<file path="src/scs_pkg.sv">
// Shared types and constants for the swept box collision block.
// Used by scs_div, scs_dp, scs_ctrl and swept_box_collision_slide.
package scs_pkg;

	localparam int MAX_BOXES = 32;
	localparam int IDX_W     = $clog2(MAX_BOXES);
	localparam int CNT_W     = $clog2(MAX_BOXES + 1);
	localparam int NUDGE     = 66;
	localparam int TIME_ONE  = 65536;
	localparam int TIME_SAT  = 1048576;
	localparam int TIME_W    = 22;            // signed slab time, Q.16, +-16.0
	localparam int NUM_W     = 35;            // bound minus origin
	localparam int QBITS     = 21;            // quotient bits before saturation
	localparam int MUL_W     = 32 + TIME_W;
	localparam int SUM_W     = 40;

	localparam logic [1:0] ST_OK    = 2'd0;
	localparam logic [1:0] ST_FULL  = 2'd1;
	localparam logic [1:0] ST_BADID = 2'd2;

	typedef struct packed {
		logic signed [31:0] cx;
		logic signed [31:0] cy;
		logic [30:0]        hw;
		logic [30:0]        hh;
	} box_t;

	typedef enum logic [3:0] {
		OP_NONE, OP_LOAD, OP_CREATE, OP_REJ_FULL, OP_REJ_ID, OP_RD_ID, OP_LD_ID,
		OP_RD_J, OP_CALC, OP_DIV_GO, OP_EVAL, OP_MUL_N, OP_RES, OP_MUL_R, OP_SLIDE,
		OP_FIN
	} dp_op_t;

	typedef enum logic [4:0] {
		S_IDLE, S_DECODE, S_CREATE, S_REJ_FULL, S_REJ_ID, S_RD_ID, S_LD_ID, S_RD_J,
		S_CALC, S_DGO, S_DWAIT, S_EVAL, S_MUL_N, S_RES, S_MUL_R, S_SLIDE, S_FIN,
		S_DONE
	} state_t;

	typedef struct packed {
		logic is_create;
		logic full;
		logic id_bad;
		logic div_done;
		logic last_j;
		logic hit;
		logic pass2;
	} dp_status_t;

	function automatic logic signed [31:0] sat32(input logic signed [SUM_W-1:0] v);
		logic signed [SUM_W-1:0] hi;
		logic signed [SUM_W-1:0] lo;
		hi = SUM_W'(64'sd2147483647);
		lo = -SUM_W'(64'sd2147483648);
		if (v > hi) return 32'sh7fffffff;
		if (v < lo) return 32'sh80000000;
		return v[31:0];
	endfunction

endpackage

</file>
<file path="src/scs_ctrl.sv">
// Controller for the swept box collision block: sequences create, rejects, the
// two sweep passes and result delivery. Depends on scs_pkg.
module scs_ctrl (
	input  logic                clk,
	input  logic                arst_n,
	input  logic                start,
	input  scs_pkg::dp_status_t st,
	output scs_pkg::dp_op_t     op,
	output logic                busy,
	output logic                done
);

	scs_pkg::state_t state_q, state_d;

	always_ff @(posedge clk or negedge arst_n) begin
		if (!arst_n) state_q <= scs_pkg::S_IDLE;
		else         state_q <= state_d;
	end

	always_comb begin
		state_d = state_q;
		op      = scs_pkg::OP_NONE;
		busy    = 1'b1;
		done    = 1'b0;
		case (state_q)
			scs_pkg::S_IDLE: begin
				busy = 1'b0;
				if (start) begin
					op      = scs_pkg::OP_LOAD;
					state_d = scs_pkg::S_DECODE;
				end
			end
			scs_pkg::S_DECODE: begin
				if (st.is_create) state_d = st.full ? scs_pkg::S_REJ_FULL : scs_pkg::S_CREATE;
				else              state_d = st.id_bad ? scs_pkg::S_REJ_ID : scs_pkg::S_RD_ID;
			end
			scs_pkg::S_CREATE: begin
				op      = scs_pkg::OP_CREATE;
				state_d = scs_pkg::S_DONE;
			end
			scs_pkg::S_REJ_FULL: begin
				op      = scs_pkg::OP_REJ_FULL;
				state_d = scs_pkg::S_DONE;
			end
			scs_pkg::S_REJ_ID: begin
				op      = scs_pkg::OP_REJ_ID;
				state_d = scs_pkg::S_DONE;
			end
			scs_pkg::S_RD_ID: begin
				op      = scs_pkg::OP_RD_ID;
				state_d = scs_pkg::S_LD_ID;
			end
			scs_pkg::S_LD_ID: begin
				op      = scs_pkg::OP_LD_ID;
				state_d = scs_pkg::S_RD_J;
			end
			scs_pkg::S_RD_J: begin
				op      = scs_pkg::OP_RD_J;
				state_d = scs_pkg::S_CALC;
			end
			scs_pkg::S_CALC: begin
				op      = scs_pkg::OP_CALC;
				state_d = scs_pkg::S_DGO;
			end
			scs_pkg::S_DGO: begin
				op      = scs_pkg::OP_DIV_GO;
				state_d = scs_pkg::S_DWAIT;
			end
			scs_pkg::S_DWAIT: begin
				if (st.div_done) state_d = scs_pkg::S_EVAL;
			end
			scs_pkg::S_EVAL: begin
				op = scs_pkg::OP_EVAL;
				if (!st.last_j) state_d = scs_pkg::S_RD_J;
				else            state_d = scs_pkg::S_MUL_N;
			end
			scs_pkg::S_MUL_N: begin
				// hit flag now includes the last box of the pass
				if (st.hit) begin
					op      = scs_pkg::OP_MUL_N;
					state_d = scs_pkg::S_RES;
				end else begin
					state_d = scs_pkg::S_FIN;
				end
			end
			scs_pkg::S_RES: begin
				op      = scs_pkg::OP_RES;
				state_d = st.pass2 ? scs_pkg::S_FIN : scs_pkg::S_MUL_R;
			end
			scs_pkg::S_MUL_R: begin
				op      = scs_pkg::OP_MUL_R;
				state_d = scs_pkg::S_SLIDE;
			end
			scs_pkg::S_SLIDE: begin
				op      = scs_pkg::OP_SLIDE;
				state_d = scs_pkg::S_RD_J;
			end
			scs_pkg::S_FIN: begin
				op      = scs_pkg::OP_FIN;
				state_d = scs_pkg::S_DONE;
			end
			scs_pkg::S_DONE: begin
				done    = 1'b1;
				state_d = scs_pkg::S_IDLE;
			end
			default: begin
				state_d = scs_pkg::S_IDLE;
			end
		endcase
	end

endmodule

</file>
<file path="config.mk">
export PLATFORM = sky130hd
export DESIGN_NAME = scs_ctrl
export DESIGN_NICKNAME = d
export VERILOG_FILES = /design/src/scs_pkg.sv /design/src/scs_ctrl.sv
export SDC_FILE = /design/constraint.sdc
export NUM_CORES = 1
export LEC_CHECK = 0
export ABC_AREA = 1
export BUFFER_PORTS_ARGS = -buffer_cell sky130_fd_sc_hd__buf_2
export CORE_UTILIZATION = 29
export CTS_CLUSTER_SIZE = 25
export DETAILED_ROUTE_END_ITERATION = 16
export GPL_TIMING_DRIVEN = 0
export HOLD_SLACK_MARGIN = 0.02
export SKIP_CTS_REPAIR_TIMING = 1
export SLEW_MARGIN = 20
export SYNTH_ARGS = -nofsm -noshare
export SYNTH_HDL_FRONTEND = slang
export SYNTH_SLANG_ARGS = --single-unit
</file>
<file path="constraint.sdc">
create_clock -name clk -period 1.2 [get_ports clk]
set_input_delay 0.06 -clock clk [delete_from_list [all_inputs] [get_ports clk]]
set_output_delay 0.06 -clock clk [all_outputs]
set_load 0.02 [all_outputs]
</file>
==> results.toml, run 1 <==
[outcome]
status = "finished, violations left"
violations = "setup timing"

[worst_hold_path]
hold_end = "state_q[4]"
hold_class = "primary input to flip-flop"
hold_path_depth = 2
min-delay-start = "st[1]"

[critical_path]
r2r_end = "state_q[3]"
r2r_cells = 9
reg2reg_slack_ps = -320
critPathMaxStageDelay_ps = 480
arrival_ps = 1520
cp_data_required_time_ps = 1140
path_cells = "nand2_2 -> nor2_4 -> inv_2 -> nor2_4 -> a31oi_4 -> nand2_1 -> buf_6"
cpMostUsedCell = "nor2_4"
critPathCaptureType = "primary output"
critPathKind = "flip-flop to primary output"
worstPathMaxFanout = 6
timing.rr.start = "state_q[0]"
critPathLaunchType = "flip-flop"
slowest_stage = "dfrtp_2"

[place]
gp_congestion = 0.838
dpl_cell_area_um2 = 666
portBuffers = 15
place_hpwl_um = 1280

[final_layout]
drive_gt1_frac = 0.613
largest_reg_flops = 5
area_growth_pct = 82.0
top_register = "state_q"
final_common_cell = "nand2_1"
final_cell_mix = "14 x nand2_1, 12 x buf_4, 10 x nand3_1, 9 x buf_2, 8 x buf_6"
top_regs = "state_q (5)"
finalNetCount = 135
final_area_um2 = 1000
antenna_cells = 0

[timing]
drv_slew = 0
slew_headroom = 0.832
max_freq_mhz = 635
finalHoldViolCount = 0
fin_crit_ps = 1580
fin_ws_ps = -376
period_share = 1.31
finClkSkew_ps = 2.53
worst_pin_slew_ps = 249
setup_violations = 11
rsz0062_at_grt = "true"

[clock_tree]
insertion_delay_ps = 240
htreeDepth = 1
cts_tree = "done"
cts_buffers = 3
clockBufferDepth = 2
root_buffer = "clkbuf_4"
clk_pin_slew_worst_paths_ps = 40
clock-sinks = 5

[power]
leakage_uw = 0.000515
ir_worst_vdd_mv = 1.53
power.density_nw_per_um2 = 2380
total_power_uw = 2380

[yosys]
syn_avg_cell_area_um2 = 6.10
netlist_area_um2 = 549
muxShareOfSynthArea = 0
synth_seq_cells = 5
synth_compound_area_frac = 0.182
ys_warn_count = 0
syn-instance-count = 90
syn_nets = 100
synth_top_family_by_area = "simple AND/OR/NAND/NOR gates"
yosysUniqueCellTypes = 21
synthSimpleGateAreaFrac = 0.483
synth-xor-area-share = 0
synth-seq-area-share = 0.228
yosys.area_share.adder = 0

[flow_run]
drv_cap = 0

[die]
die_w_um = 45.5
die_area_um2 = 2070
coreArea_um2 = 1750
io_pins = 16
rows = 15
die_y_um = 45.5
initial_core_util = 0.315

[detailed_routing]
firstDrtPassIters = 4
post_drt_wl_per_cell_um = 14.2
drtIter0Drc = 21
wl_met2_um = 1030
num_vias = 782
drt-met1-wl_um = 924
drc = 0
top_layer = "met4"
routed-wl-met3_um = 118
totalWireLength_um = 2120
via_per_inst = 5.25
ant_nets = 0

[grt]
grt_overflow = 0
grt_pass1_wl_um = 2530
grt_use_total = 0.168
grt_pass1_vias = 566
antenna_found_initial = 0
grt_start_max_net_pins = 10
cell usage after synthesis, drive strengths merged:
library cell,count,area share
dfrtp,5,0.23
nor2,15,0.14
nand2,20,0.15
a21oi,6,0.055
nand4,3,0.034
o22ai,1,0.011
nor3,2,0.027
a31oi,3,0.046
o211ai,2,0.027
nand3,14,0.14
o21ai,4,0.043
inv,15,0.11
metrics by stage:
step / util / hold WS (ps) / TNS [ps] / worst slack (ps) / cells
CTS: 0.396 / -384 / -2890 / -544 / 134
finish: 0.573 / 67.9 / -2880 / -376 / 149
global placement: 0.381 / -126 / -1410 / -276 / 130
global route: 0.573 / 53.5 / -3650 / -461 / 149
detailed placement: 0.381 / -122 / -1420 / -271 / 130
floorplan: - / -236 / -27.1 / -23.4 / 90
layer usage:
metal,vias to the layer above,track usage
li1,372,-
met1,368,0.241
met2,35,0.257
met3,7,0.0357
met4,0,0.0364
met5,-,0
critical path, delay by kind of cell (launching register included):
| kind | cells | cell delay, ps |
|---|---|---|
| flops | 1 | 480 |
| simple gates | 4 | 520 |
| compound gates | 1 | 60 |
| buf+inv | 2 | 200 |
worst max path at each step:
stage                          start    endpoint  slack [ps]  depth (start not counted)
final                     state_q[0]       op[1]        -380                          7
after global routing      state_q[4]       op[0]        -460                          7
after floorplan           state_q[1]  state_q[0]         -20                          8
after detailed placement  state_q[2]       op[0]        -270                          7
after global placement    state_q[2]       op[0]        -280                          7
after CTS                 state_q[2]       op[0]        -540                          7
logic make-up after synthesis:
group / count (synthesis)
compound gates: 16
buf+inv: 15
flops: 5
simple gates: 54
report_power, final:
group	total, µW	leakage, µW	internal [µW]	switching [µW]
logic	1760	0.000441	766	999
registers	420	0.0000583	245	175
clock network	191	0.0000150	126	65.7
layout make-up:
cell class	instances	area (µm²)
inverter	15	66.3
multi-input combinational	70	509
timing repair buffer	30	235
sequential	5	131
tap	25	31.3
fill	160	746
clock buffer	4	26.3
Power figures use the tool's default switching activity.
==> run 2: changes to the inputs <==
Clock period 1.2 ns to 1.9 ns, I/O delays scaled along.
==> results.toml, run 2 (synthesis results as in run 1) <==
[critical_path]
critPathMaxStageDelay_ps = 380
worstPathMaxFanout = 5
cp_data_required_time_ps = 1800
path_buf_inv = 3
critPathCaptureType = "primary output"
critPathLaunchType = "flip-flop"
timing.rr.start = "state_q[3]"
slowest_stage = "dfrtp_1"
arrival_ps = 1660
crit_family = "simple AND/OR/NAND/NOR gates"
path_cells = "inv_1 -> nor2_1 -> inv_1 -> nor2_2 -> a31oi_2 -> nand2_1 -> buf_2"
cpMostUsedCell = "inv_1"
critPathKind = "flip-flop to primary output"
startpoint = "state_q[3]"
reg2reg_slack_ps = 450

[detailed_routing]
totalWireLength_um = 1520
drtIter0Drc = 18
via_per_inst = 4.90
drc = 0
ant_nets = 0
firstDrtPassIters = 4
post_drt_wl_per_cell_um = 11.2
num_vias = 661

[worst_hold_path]
hold_class = "primary input to flip-flop"
min-delay-start = "st[6]"

[final_layout]
multi_input_comb_area_um2 = 365
drive_gt1_frac = 0.291
finalNetCount = 121
final_area_um2 = 692
seqCellArea_um2 = 125
top_regs = "state_q (5)"
largest_reg_flops = 5
antenna_cells = 0
final_cell_mix = "18 x nand2_1, 15 x buf_2, 13 x nand3_1, 11 x inv_1, 11 x nor2_1"
final_common_cell = "nand2_1"
top_register = "state_q"
fill_cells = 190
area_growth_pct = 26.0

[grt]
grt_pass1_wl_um = 2430
grt_use_total = 0.168
grt_pass1_vias = 576
antenna_found_initial = 0
grt_overflow = 0
grt_start_max_net_pins = 10

[timing]
max_freq_mhz = 570
setup_violations = 0
fin_setup_tns_ps = 0
drv_slew = 0
slew_headroom = 0.729
finalHoldViolCount = 0
holdWs_ps = 120
worst_pin_slew_ps = 405
rsz0062_at_grt = "false"
finClkSkew_ps = 1.46
period_share = 0.923
fin_crit_ps = 1750

[die]
io_pins = 16
initial_core_util = 0.315
rows = 15
coreArea_um2 = 1750
die_area_um2 = 2070
die_w_um = 45.5
die_y_um = 45.5

[power]
leakage_uw = 0.000379
total_power_uw = 1030
power.density_nw_per_um2 = 1490
ir_worst_vdd_mv = 0.738

[clock_tree]
clk_pin_slew_worst_paths_ps = 50
cts_tree = "done"
insertion_delay_ps = 250
cts_buffers = 3
htreeDepth = 1
clockBufferDepth = 2
clock-sinks = 5
root_buffer = "clkbuf_4"

[outcome]
status = "completed"

[place]
portBuffers = 15
gp_congestion = 0.882
dpl_cell_area_um2 = 656
place_hpwl_um = 1220

[flow_run]
drv_cap = 0
## run 2: per-stage QoR
stage / setup WS [ps] / cells / utilization
3_3_place_gp: 428 / 130 / 0.376
6_report: 147 / 135 / 0.396
2_1_floorplan: 608 / 90 / -
4_1_cts: 142 / 134 / 0.391
5_1_grt: 32.9 / 135 / 0.396
3_5_place_dp: 413 / 130 / 0.376
## run 2: area by class of cell
class                      instances  share of cell area
clock buffer                       4              0.0380
inverter                          15              0.0850
multi-input combinational         70               0.528
sequential                         5               0.181
tap                               25              0.0452
timing repair buffer              16               0.123
## run 2: tightest hold or removal path, cell delays in order
cell     delay, ps
buf_2           90
a21oi_1         70
nand3_1         80
## run 2: routing by layer
metal / track usage / part of all wire / wire length [µm] / vias to the layer above
met4: 0.115 / 0.014 / 21 / 0
met1: 0.219 / 0.47 / 713 / 289
met5: 0 / 0 / 0 / -
li1: - / - / - / 342
met2: 0.243 / 0.46 / 701 / 28
met3: 0.0397 / 0.053 / 80 / 2
## run 2: where the power goes
group | internal (µW) | switching (µW) | total (µW) | leakage (µW)
Clock | 79.7 | 48.0 | 128 | 0.0000150
Combinational | 222 | 454 | 676 | 0.000299
Sequential | 147 | 81.1 | 228 | 0.0000653
## run 2: path summary, 6_finish.rpt
path,end,cells after the start
max in group asynchronous,state_q[3],2
worst min-delay path,state_q[1],3
worst min register to register,state_q[1],4
min in group asynchronous,state_q[0],2
worst max register to register,state_q[0],7
worst max-delay path,op[1],7
